### config.mk
export PLATFORM = sky130hd
export DESIGN_NAME = stuffed_frame_builder
export DESIGN_NICKNAME = d
export VERILOG_FILES = /design/src/sv/sfb_pkg.sv /design/src/sv/sfb_queue.sv /design/src/sv/sfb_front.sv /design/src/sv/sfb_back.sv /design/src/sv/stuffed_frame_builder.sv
export SDC_FILE = /design/constraint.sdc
export NUM_CORES = 1
export LEC_CHECK = 0
export ABC_AREA = 1
export BUFFER_PORTS_ARGS = -buffer_cell sky130_fd_sc_hd__buf_2
export CAP_MARGIN = 20
export CORE_ASPECT_RATIO = 0.5
export CORE_MARGIN = 2
export CORE_UTILIZATION = 40
export DETAILED_ROUTE_END_ITERATION = 7
export PLACE_DENSITY = 0.61
export SYNTH_ARGS = -nofsm -noshare
export SYNTH_HDL_FRONTEND = slang
export SYNTH_SLANG_ARGS = --single-unit
### constraint.sdc
create_clock -name clk -period 3 [get_ports clk]
set_clock_uncertainty 0.2 [all_clocks]
set_input_delay 0.3 -clock clk [delete_from_list [all_inputs] [get_ports clk]]
set_output_delay 0.3 -clock clk [all_outputs]
set_load 0.02 [all_outputs]
### src/sv/sfb_pkg.sv
package sfb_pkg;

  localparam int unsigned NUM_REGS  = 7;
  localparam int unsigned IDX_W     = 3;

  // Register indexes on the configuration port
  localparam logic [IDX_W-1:0] REG_FLAG       = 3'd0;
  localparam logic [IDX_W-1:0] REG_ESCAPE     = 3'd1;
  localparam logic [IDX_W-1:0] REG_FLAG_SUB   = 3'd2;
  localparam logic [IDX_W-1:0] REG_ESCAPE_SUB = 3'd3;
  localparam logic [IDX_W-1:0] REG_ADDRESS    = 3'd4;
  localparam logic [IDX_W-1:0] REG_CTRL_EVEN  = 3'd5;
  localparam logic [IDX_W-1:0] REG_CTRL_ODD   = 3'd6;

  // Reset values
  localparam logic [7:0] RST_FLAG       = 8'd126;
  localparam logic [7:0] RST_ESCAPE     = 8'd125;
  localparam logic [7:0] RST_FLAG_SUB   = 8'd94;
  localparam logic [7:0] RST_ESCAPE_SUB = 8'd93;
  localparam logic [7:0] RST_ADDRESS    = 8'd3;
  localparam logic [7:0] RST_CTRL_EVEN  = 8'd0;
  localparam logic [7:0] RST_CTRL_ODD   = 8'd64;

  typedef struct packed {
    logic [7:0] payload_byte;
    logic       last_of_payload;
  } in_word_t;

  typedef struct packed {
    logic [7:0] line_byte;
    logic       run_end;
    logic       frame_end;
  } out_word_t;

  typedef struct packed {
    logic [7:0] flag_value;
    logic [7:0] escape_value;
    logic [7:0] flag_substitute;
    logic [7:0] escape_substitute;
    logic [7:0] address_value;
    logic [7:0] control_even;
    logic [7:0] control_odd;
  } cfg_t;

  // Classified word handed from front to back
  typedef struct packed {
    logic [7:0] payload_byte;
    logic       last;
    logic       open_frame;
    logic       seq_bit;
    logic [7:0] bcc2;
  } job_t;

  typedef struct packed {
    logic empty;
    logic full;
  } q_status_t;

  typedef enum logic [2:0] {
    PH_START,
    PH_FLAG,
    PH_ADDR,
    PH_CTRL,
    PH_BCC1,
    PH_DATA,
    PH_BCC2,
    PH_CLOSE
  } phase_t;

endpackage

### src/sv/sfb_queue.sv
module sfb_queue import sfb_pkg::*; #(
  parameter int unsigned DEPTH = 4
) (
  input  logic      clk,
  input  logic      rst_n,
  input  logic      push,
  input  job_t      push_job,
  input  logic      pop,
  output job_t      head_job,
  output q_status_t status
);

  localparam int unsigned PW = (DEPTH > 1) ? $clog2(DEPTH) : 1;
  localparam int unsigned CW = $clog2(DEPTH + 1);

  job_t          mem_r [DEPTH];
  logic [PW-1:0] wr_ptr_r, wr_ptr_nxt;
  logic [PW-1:0] rd_ptr_r, rd_ptr_nxt;
  logic [CW-1:0] count_r, count_nxt;

  always_comb begin
    wr_ptr_nxt = wr_ptr_r;
    rd_ptr_nxt = rd_ptr_r;
    count_nxt  = count_r;
    if (push) begin
      wr_ptr_nxt = (wr_ptr_r == PW'(DEPTH - 1)) ? '0 : wr_ptr_r + 1'b1;
    end
    if (pop) begin
      rd_ptr_nxt = (rd_ptr_r == PW'(DEPTH - 1)) ? '0 : rd_ptr_r + 1'b1;
    end
    if (push && !pop) begin
      count_nxt = count_r + 1'b1;
    end else if (pop && !push) begin
      count_nxt = count_r - 1'b1;
    end
  end

  always_ff @(posedge clk) begin
    if (!rst_n) begin
      wr_ptr_r <= '0;
      rd_ptr_r <= '0;
      count_r  <= '0;
    end else begin
      wr_ptr_r <= wr_ptr_nxt;
      rd_ptr_r <= rd_ptr_nxt;
      count_r  <= count_nxt;
    end
  end

  always_ff @(posedge clk) begin
    if (push) begin
      mem_r[wr_ptr_r] <= push_job;
    end
  end

  assign head_job     = mem_r[rd_ptr_r];
  assign status.empty = (count_r == '0);
  assign status.full  = (count_r == CW'(DEPTH));

endmodule

### src/sv/sfb_front.sv
module sfb_front import sfb_pkg::*; (
  input  logic      clk,
  input  logic      rst_n,
  input  logic      in_valid,
  output logic      in_stall,
  input  in_word_t  in_word,
  input  q_status_t q_status,
  output logic      push,
  output job_t      push_job
);

  logic       inside_r, inside_nxt;
  logic       seq_r, seq_nxt;
  logic [7:0] xor_r, xor_nxt;
  logic [7:0] xor_sum;

  assign in_stall = q_status.full;
  assign push     = in_valid && !q_status.full;

  // a new frame restarts the check byte
  assign xor_sum = (inside_r ? xor_r : 8'd0) ^ in_word.payload_byte;

  always_comb begin
    push_job.payload_byte = in_word.payload_byte;
    push_job.last         = in_word.last_of_payload;
    push_job.open_frame   = !inside_r;
    push_job.seq_bit      = seq_r;
    push_job.bcc2         = xor_sum;

    inside_nxt = inside_r;
    seq_nxt    = seq_r;
    xor_nxt    = xor_r;
    if (push) begin
      if (in_word.last_of_payload) begin
        inside_nxt = 1'b0;
        seq_nxt    = !seq_r;
        xor_nxt    = 8'd0;
      end else begin
        inside_nxt = 1'b1;
        xor_nxt    = xor_sum;
      end
    end
  end

  always_ff @(posedge clk) begin
    if (!rst_n) begin
      inside_r <= 1'b0;
      seq_r    <= 1'b0;
      xor_r    <= 8'd0;
    end else begin
      inside_r <= inside_nxt;
      seq_r    <= seq_nxt;
      xor_r    <= xor_nxt;
    end
  end

endmodule

### src/sv/sfb_back.sv
module sfb_back import sfb_pkg::*; (
  input  logic      clk,
  input  logic      rst_n,
  input  cfg_t      cfg,
  input  job_t      head_job,
  input  q_status_t q_status,
  output logic      pop,
  output logic      out_valid,
  input  logic      out_stall,
  output out_word_t out_word
);

  phase_t     phase_r, phase_nxt;
  phase_t     cur;
  logic       esc_r, esc_nxt;
  logic       out_valid_r;
  out_word_t  out_word_r, word_nxt;
  logic       load, go;
  logic [7:0] ctrl;
  logic [7:0] stuff_val, sub_val;
  logic       is_flag, is_esc;

  assign load = !out_valid_r || !out_stall;
  assign go   = load && !q_status.empty;

  assign cur = (phase_r == PH_START) ? (head_job.open_frame ? PH_FLAG : PH_DATA) : phase_r;

  assign ctrl      = head_job.seq_bit ? cfg.control_odd : cfg.control_even;
  assign stuff_val = (cur == PH_BCC2) ? head_job.bcc2 : head_job.payload_byte;
  // flag rule wins when flag and escape match
  assign is_flag   = (stuff_val == cfg.flag_value);
  assign is_esc    = (stuff_val == cfg.escape_value);
  assign sub_val   = is_flag ? cfg.flag_substitute : cfg.escape_substitute;

  always_comb begin
    phase_nxt          = phase_r;
    esc_nxt            = esc_r;
    pop                = 1'b0;
    word_nxt.line_byte = cfg.flag_value;
    word_nxt.run_end   = 1'b0;
    word_nxt.frame_end = 1'b0;
    unique case (cur)
      PH_START, PH_FLAG: begin
        word_nxt.line_byte = cfg.flag_value;
        phase_nxt          = PH_ADDR;
      end
      PH_ADDR: begin
        word_nxt.line_byte = cfg.address_value;
        phase_nxt          = PH_CTRL;
      end
      PH_CTRL: begin
        word_nxt.line_byte = ctrl;
        phase_nxt          = PH_BCC1;
      end
      PH_BCC1: begin
        word_nxt.line_byte = cfg.address_value ^ ctrl;
        phase_nxt          = PH_DATA;
      end
      PH_DATA, PH_BCC2: begin
        if (esc_r) begin
          word_nxt.line_byte = sub_val;
          esc_nxt            = 1'b0;
        end else if (is_flag || is_esc) begin
          word_nxt.line_byte = cfg.escape_value;
          esc_nxt            = 1'b1;
        end else begin
          word_nxt.line_byte = stuff_val;
        end
        phase_nxt = cur;
        // byte finished once no escape half is left
        if (esc_r || !(is_flag || is_esc)) begin
          if (cur == PH_BCC2) begin
            phase_nxt = PH_CLOSE;
          end else if (head_job.last) begin
            phase_nxt = PH_BCC2;
          end else begin
            word_nxt.run_end = 1'b1;
            phase_nxt        = PH_START;
            pop              = go;
          end
        end
      end
      PH_CLOSE: begin
        word_nxt.line_byte = cfg.flag_value;
        word_nxt.run_end   = 1'b1;
        word_nxt.frame_end = 1'b1;
        phase_nxt          = PH_START;
        pop                = go;
      end
    endcase
  end

  always_ff @(posedge clk) begin
    if (!rst_n) begin
      phase_r     <= PH_START;
      esc_r       <= 1'b0;
      out_valid_r <= 1'b0;
    end else begin
      if (go) begin
        phase_r <= phase_nxt;
        esc_r   <= esc_nxt;
      end
      if (load) begin
        out_valid_r <= go;
      end
    end
  end

  always_ff @(posedge clk) begin
    if (go) begin
      out_word_r <= word_nxt;
    end
  end

  assign out_valid = out_valid_r;
  assign out_word  = out_word_r;

endmodule

### src/sv/stuffed_frame_builder.sv
// Stuffed frame builder: payload words in, HDLC-style framed line words out.
// Input channel (in_valid / in_stall / in_word): one payload byte per word,
//   with last_of_payload closing the frame. A word is taken when in_valid is
//   high and in_stall low; in_stall rises only when the job queue is full.
// Output channel (out_valid / out_stall / out_word): one line byte per word.
//   run_end marks the last byte caused by an input word, frame_end the
//   closing flag. The output register holds its word while out_stall is high.
// Config port (cfg_wr_en / cfg_index / cfg_data): write registers 0..6
//   (flag, escape, two substitutes, address, even and odd control); other
//   indexes are dropped. Write only while the block is idle.
// Flow: the front takes one word per cycle into a QUEUE_DEPTH-entry queue
//   unless in_stall is high. The back sequencer emits one line byte per
//   cycle while the queue holds a word and out_stall allows it; a word gives
//   one line byte, plus one if stuffed, plus 4 for a header, plus 2..3 for
//   BCC2 and the closing flag on a last word. The first line byte passes
//   through the queue and then the output register before it is presented.
//   The back sequencer's byte rate sets the sustained word rate.
// Reset (rst_n low, synchronous): no frame open, sequence bit 0, queue and
//   output register empty, config back to defaults.
module stuffed_frame_builder import sfb_pkg::*; #(
  parameter int unsigned QUEUE_DEPTH = 4
) (
  input  logic             clk,
  input  logic             rst_n,
  input  logic             in_valid,
  output logic             in_stall,
  input  in_word_t         in_word,
  output logic             out_valid,
  input  logic             out_stall,
  output out_word_t        out_word,
  input  logic             cfg_wr_en,
  input  logic [IDX_W-1:0] cfg_index,
  input  logic [7:0]       cfg_data
);

  cfg_t      cfg_r, cfg_nxt;
  q_status_t q_status;
  logic      push, pop;
  job_t      push_job, head_job;

  // Config registers, held here and shared by the back end
  always_comb begin
    cfg_nxt = cfg_r;
    if (cfg_wr_en) begin
      unique case (cfg_index)
        REG_FLAG:       cfg_nxt.flag_value        = cfg_data;
        REG_ESCAPE:     cfg_nxt.escape_value      = cfg_data;
        REG_FLAG_SUB:   cfg_nxt.flag_substitute   = cfg_data;
        REG_ESCAPE_SUB: cfg_nxt.escape_substitute = cfg_data;
        REG_ADDRESS:    cfg_nxt.address_value     = cfg_data;
        REG_CTRL_EVEN:  cfg_nxt.control_even      = cfg_data;
        REG_CTRL_ODD:   cfg_nxt.control_odd       = cfg_data;
        default:        cfg_nxt = cfg_r; // index out of range: ignored
      endcase
    end
  end

  always_ff @(posedge clk) begin
    if (!rst_n) begin
      cfg_r.flag_value        <= RST_FLAG;
      cfg_r.escape_value      <= RST_ESCAPE;
      cfg_r.flag_substitute   <= RST_FLAG_SUB;
      cfg_r.escape_substitute <= RST_ESCAPE_SUB;
      cfg_r.address_value     <= RST_ADDRESS;
      cfg_r.control_even      <= RST_CTRL_EVEN;
      cfg_r.control_odd       <= RST_CTRL_ODD;
    end else begin
      cfg_r <= cfg_nxt;
    end
  end

  // Front: frame tracking, sequence bit, running BCC2
  sfb_front u_front (
    .clk      (clk),
    .rst_n    (rst_n),
    .in_valid (in_valid),
    .in_stall (in_stall),
    .in_word  (in_word),
    .q_status (q_status),
    .push     (push),
    .push_job (push_job)
  );

  // Queue decouples acceptance from emission
  sfb_queue #(
    .DEPTH (QUEUE_DEPTH)
  ) u_queue (
    .clk      (clk),
    .rst_n    (rst_n),
    .push     (push),
    .push_job (push_job),
    .pop      (pop),
    .head_job (head_job),
    .status   (q_status)
  );

  // Back: header, stuffing, BCC2 and closing flag, one byte a cycle unless stalled or the queue is empty
  sfb_back u_back (
    .clk       (clk),
    .rst_n     (rst_n),
    .cfg       (cfg_r),
    .head_job  (head_job),
    .q_status  (q_status),
    .pop       (pop),
    .out_valid (out_valid),
    .out_stall (out_stall),
    .out_word  (out_word)
  );

`ifndef ASSERT_OFF
  // closing flag always ends its input word's run
  a_fend_run: assert property (@(posedge clk) disable iff (!rst_n)
    out_valid && out_word.frame_end |-> out_word.run_end)
    else $error("frame_end without run_end");

  // closing flag carries the flag register
  a_fend_flag: assert property (@(posedge clk) disable iff (!rst_n)
    out_valid && out_word.frame_end |-> out_word.line_byte == cfg_r.flag_value)
    else $error("closing byte is not the flag");

  // queue status is consistent
  a_q_status: assert property (@(posedge clk) disable iff (!rst_n)
    !(q_status.empty && q_status.full))
    else $error("queue both empty and full");

  // no pop from an empty queue
  a_pop_empty: assert property (@(posedge clk) disable iff (!rst_n)
    pop |-> !q_status.empty)
    else $error("pop while queue empty");
`endif

endmodule
==> impl_metrics.ini, run 1 <==
[synthesis]
ys_ff_latch = 166
async_flop_share_pct = 0
synth_flop_cell = edfxtp_1
yosys_warnings = 0
synth.net_count = 894
syn_area_um2 = 7470
syn_avg_cell_area_um2 = 8.66
synth_edf_count = 86
synthTopCellsByArea = edfxtp_1 35%, dfxtp_1 21%, nand2_1 12%, nand3_1 7.4%, nor2_1 4.7%
synth-seq-area-share_pct = 56.0
synth_most_common_cell = nand2_1
synthCells = 862
synth_cell_types = 37
ys_top_cells_by_count = 233 x nand2_1, 110 x nand3_1, 93 x nor2_1, 86 x edfxtp_1, 80 x dfxtp_1
yosysTopAreaCell = edfxtp_1
synth_top_area_share_pct = 34.6

[cts]
cts_buffer_depth = 2
cts_tree = built
insertion_delay_ns = 0.43
cts_root_buf = clkbuf_16
clock-sinks = 166
clk_pin_slew_worst_paths_ns = 0.07
ctsHtreeMaxLevel = 4
cts_buffers = 17

[power]
p_leak_nw = 3.88
p_total_mw = 8.21
power_density_nw_per_um2 = 883
vdd_drop_max_mv = 0.401

[hold_path]
worst_hold_startpoint = cfg_data[6]
hold_class = input port to flop
min_to = cfg_r[30]
whs_path_depth = 3

[routing]
drc = 0
wl_um = 19300
routed-via-count = 6202
drt.antenna.violating_nets = 0
viasPerCell = 5.17
first_iter_violations = 562
first_pass_iters = 5
wl_per_cell_um = 16.1

[finish]
drive_gt1_share_pct = 19.7
multi_input_area_um2 = 3140
diodes = 0
final_nets = 979
fillCellCount = 1660
regArea_um2 = 4190
area_growth_syn_to_layout_pct = 24.5

[setup_path]
arrival_ns = 3.10
r2r_setup_slack_ns = 0.01
endpoint_kind = flop
critPathRequiredTime_ns = 3.11
rr_worst_depth = 23
criticalPathCategory = flop to flop
start_kind = flop
worstReg2RegEnd = u_queue.count_r[2]
cp_max_fo = 8

[sta]
slew_viol_final = 0
max_freq_ghz = 0.335
hold_viol_final = 0
post-route-min-period_ns = 2.99
setup_violations = 0
slew_headroom_pct = 56.8
fin_crit_sh_pct = 99.5
tns_ns = 0
tightest_slew_ns = 0.646
rsz0062_at_grt = yes

[placement]
routabilityCongestion = 0.828
dpl.hpwl_um = 12700
numPortBuffers = 36

[die]
ios = 37
placementRows = 35
dieArea_um2 = 19800
die_h_um = 101
start_util_pct = 40.7
dieWidth_um = 197
coreArea_um2 = 18300

[run]
cap_violations = 0

[grt]
antenna_found_initial = 0
grt_pass1_vias = 5650
globalRouteTotalUtil_pct = 19.6
grt_start_max_net_pins = 52
overflow = 0
grt_pass1_wl_um = 30200

[status]
status = finished clean
-- area by class of cell --
type,instances,area share [%]
sequential,166,45.1
multi-input combinational,605,33.8
clock buffer,18,4.72
tap,240,3.23
clock inverter,14,2.07
inverter,62,2.58
timing repair buffer,95,8.55
-- worst max-delay path: stages (launching register included) --
cell and delay [ns]:
dfxtp_4 0.44, buf_12 0.13, buf_16 0.11, nand2_1 0.05, nand3_1 0.08, nand3_2 0.09
nand2_2 0.11, nand2_2 0.05, nand2_2 0.06, nand2_1 0.06, nor2_1 0.13, nand2_2 0.12
nand2_8 0.09, nand2_4 0.04, nand3_2 0.07, nand2_2 0.06, inv_2 0.07, ha_4 0.12
inv_2 0.04, fa_2 0.34, a21oi_2 0.12, o21ai_1 0.10, o21ai_1 0.12, a21oi_1 0.05
-- cell usage in the layout (no fill, tap or decap), drive strengths merged, types with 10 or more instances in the layout --
cell / count
nand2: 241
buf: 82
inv: 63
dfxtp: 80
clkbuf: 21
nor2: 96
nand3b: 14
edfxtp: 86
o21ai: 60
nand3: 111
a21oi: 27
dlygate4sd3: 10
-- sequential cells by signal, indices dropped and copies added, names as in the netlist, 2 cells and up, named ones only --
signal / count
u_queue.wr_ptr_r: 2
u_back.phase_r: 3
u_back.out_word: 10
u_queue.rd_ptr_r: 2
cfg_r: 56
u_queue.mem_r: 76
u_front.xor_r: 8
u_queue.count_r: 3
-- stage by stage --
step | cells | area, µm² | utilization (%) | hold WS (ns) | setup slack [ns]
after floorplan | 862 | 7510 | - | 0.199 | 0.00164
after global placement | 1139 | 8100 | 44.1 | 0.237 | 0.0212
after detailed placement | 1139 | 8100 | 44.1 | 0.238 | -0.0937
after CTS | 1190 | 9050 | 49.3 | 0.0208 | 0.0539
after global routing | 1200 | 9300 | 50.7 | 0.0279 | -0.204
final | 1200 | 9300 | 50.7 | 0.0323 | 0.0149
-- per-layer routing --
| layer | vias up | wire length, µm | track usage [%] |
|---|---|---|---|
| met2 | 185 | 8440 | 29.7 |
| met5 | - | 0 | 0 |
| met4 | 0 | 355 | 6.02 |
| met3 | 27 | 1110 | 3.41 |
| li1 | 3065 | - | - |
| met1 | 2925 | 9350 | 28.8 |
-- how the worst max path moves through the flow --
stage / slack (ns) / cells after the start / startpoint / to
floorplan: 0.002 / 23 / flop / u_queue.count_r[2]
global placement: 0.02 / 22 / flop / u_queue.count_r[2]
detailed placement: -0.09 / 23 / u_back.phase_r[0] / u_queue.count_r[2]
CTS: 0.05 / 23 / flop / u_queue.count_r[2]
global route: -0.20 / 23 / flop / u_queue.count_r[2]
finish: 0.01 / 23 / flop / u_queue.count_r[2]
-- logic make-up (layout without fill, tap and decap cells) --
kind of cell,Yosys count,after routing,synth area share [%]
and+or+nand+nor,473,473,27.8
adders and majority gates,7,7,1.27
DFF,166,166,56.0
buffers and inverters,91,189,5.09
AOI/OAI and AO/OA,113,113,8.41
xor gates and xnor gates,12,12,1.41
-- timing repair --
| item | CTS | global route |
|---|---|---|
| endpoints found under the hold margin | 37 | 0 |
| buffers inserted | 7 | 7 |
| pin swaps | 18 | 17 |
| gates resized for setup | 28 | 33 |
| gates cloned | 2 | 3 |
| hold buffers | 10 | 0 |
| endpoints found under the setup margin | 1 | 2 |
-- report_power, final --
part,switching (mW),internal [mW]
clock network,0.961,1.36
logic,1.86,1.11
registers,0.156,2.77
Power figures use the tool's default switching activity.
==> run 2: changes to the inputs <==
Settings changed: PLACE_DENSITY 0.61 to 0.59.
Clock period 3 ns to 3.45 ns, I/O delays scaled along.
==> impl_metrics.ini, run 2 (synthesis gave the netlist of run 1 again) <==
[finish]
fillCellCount = 1700
drive_gt1_share_pct = 14.3
final_nets = 957
multi_input_area_um2 = 2980
mostFrequentLayoutCell = nand2_1
diodes = 0
layout_common_cells = 227 x nand2_1, 98 x nand3_1, 93 x nor2_1
top_register = u_queue.mem_r
largest_reg_flops = 76
area_growth_syn_to_layout_pct = 18.4
regArea_um2 = 4190

[grt]
overflow = 0
grt_start_max_net_pins = 40
globalRouteTotalUtil_pct = 20.0
antenna_found_initial = 0
grt_pass1_vias = 5496
grt_pass1_wl_um = 30300

[cts]
insertion_delay_ns = 0.42
cts_buffer_depth = 2
clock-sinks = 166
cts_buffers = 17
clk_pin_slew_worst_paths_ns = 0.06
cts_tree = built
cts_root_buf = clkbuf_16
ctsHtreeMaxLevel = 4

[run]
cap_violations = 0

[sta]
fin_crit_sh_pct = 93.1
tns_ns = 0
hold_viol_final = 0
setup_violations = 0
tightest_slew_ns = 0.811
slew_headroom_pct = 45.8
rsz0062_at_grt = no
post-route-min-period_ns = 3.21
max_freq_ghz = 0.311
slew_viol_final = 0

[setup_path]
path_cells = inv_4 -> clkbuf_16 -> nand2_1 -> nand3_1 -> nand3_1 -> nand2_2 -> nand2_1 -> nand2_1 -> nand2_1 -> nor2_1 -> nand2_2 -> nand2_8 -> nand2_4 -> nand3_2 -> nand2_2 -> inv_2 -> ha_1 -> inv_1 -> fa_1 -> a21oi_1 -> o21ai_0 -> o21ai_1 -> a21oi_1
endpoint_kind = flop
criticalPathCategory = flop to flop
critPathSlowestCell = fa_1
cp_max_fo = 16
rr_worst_depth = 23
cp_common_cell = nand2_1
slowest_delay_ns = 0.44
critPathRequiredTime_ns = 3.56
arrival_ns = 3.32
start_kind = flop

[die]
dieArea_um2 = 19800
die_h_um = 101
placementRows = 35
ios = 37
dieWidth_um = 197
coreArea_um2 = 18300
start_util_pct = 40.7

[routing]
routed-via-count = 6113
drt.antenna.violating_nets = 0
first_pass_iters = 6
wl_per_cell_um = 16.3
drc = 0
wl_um = 19300
viasPerCell = 5.19
first_iter_violations = 463

[placement]
dpl.hpwl_um = 12900
routabilityCongestion = 0.848
numPortBuffers = 36

[hold_path]
worst_hold_startpoint = out_stall
whs_path_depth = 5
hold_class = input port to flop

[status]
status = finished clean

[power]
power_density_nw_per_um2 = 755
vdd_drop_max_mv = 0.359
p_total_mw = 6.67
p_leak_nw = 3.68
run 2: changes by cell type in the layout (fill, tap and decap cells not counted), moves of 3 or more:
cell	before	now
buf_4	39	24
nand2_1	215	227
nand2_2	19	9
nand3_1	84	98
nand3_2	25	13
o21ai_0	54	57
o21ai_1	6	3
run 2: metrics by stage:
| step | util, % | hold WS (ns) | cells | setup WS [ns] | area [µm²] |
|---|---|---|---|---|---|
| floorplan | - | 0.224 | 862 | 0.352 | 7470 |
| global placement | 43.7 | 0.237 | 1134 | 0.235 | 8010 |
| detailed placement | 43.7 | 0.242 | 1134 | 0.171 | 8010 |
| CTS | 47.4 | 0.00976 | 1175 | 0.158 | 8690 |
| global route | 48.2 | 0.0485 | 1178 | 0.00278 | 8840 |
| finish | 48.2 | 0.0169 | 1178 | 0.239 | 8840 |
run 2: final timing paths:
kind / slack (ns) / endpoint
worst max-delay path: 0.24 / u_queue.count_r[2]
worst min register to register: 0.25 / cfg_r[1]
worst min-delay path: 0.02 / u_back.out_valid
worst max register to register: 0.24 / u_queue.count_r[2]
run 2: metal layers:
metal	routed length (µm)	global-route usage (%)	share of wire, %	vias to the layer above
met5	0	0	0	-
met4	176	4.57	0.91	0
met3	1030	4.01	5.3	18
met2	8440	30.0	44	193
met1	9620	29.6	50	2877
li1	-	-	-	3025
run 2: worst max-delay path, delay by kind of cell (launching register included):
kind,cells,cell delay [ns]
adder cells (fa/ha/maj),2,0.58
AND/OR/NAND/NOR,13,1.11
flip-flops,1,0.37
AO/OA/AOI/OAI,4,0.43
buffers and inverters,4,0.41
run 2: power breakdown:
group	switching, mW	internal (mW)	total, mW	leakage [nW]
registers	0.137	2.41	2.54	1.45
logic	1.50	0.731	2.23	1.95
clock network	0.835	1.06	1.90	0.282
total	2.48	4.20	6.67	3.68
run 2: repair_timing:
action / CTS / global route
hold endpoints to repair: 36 / 0
hold buffers: 9 / 0
setup buffers: 0 / 1
setup endpoints to repair: 0 / 1
gates resized for setup: 0 / 25
run 2: cell type report:
cell class,count,area share (%)
flip-flops and latches,166,47.4
multi-input cells,605,33.8
repair buffers,73,6.11
clock buffers,19,5.14
well taps,240,3.40
inverters,62,2.66
clock inverters,13,1.53
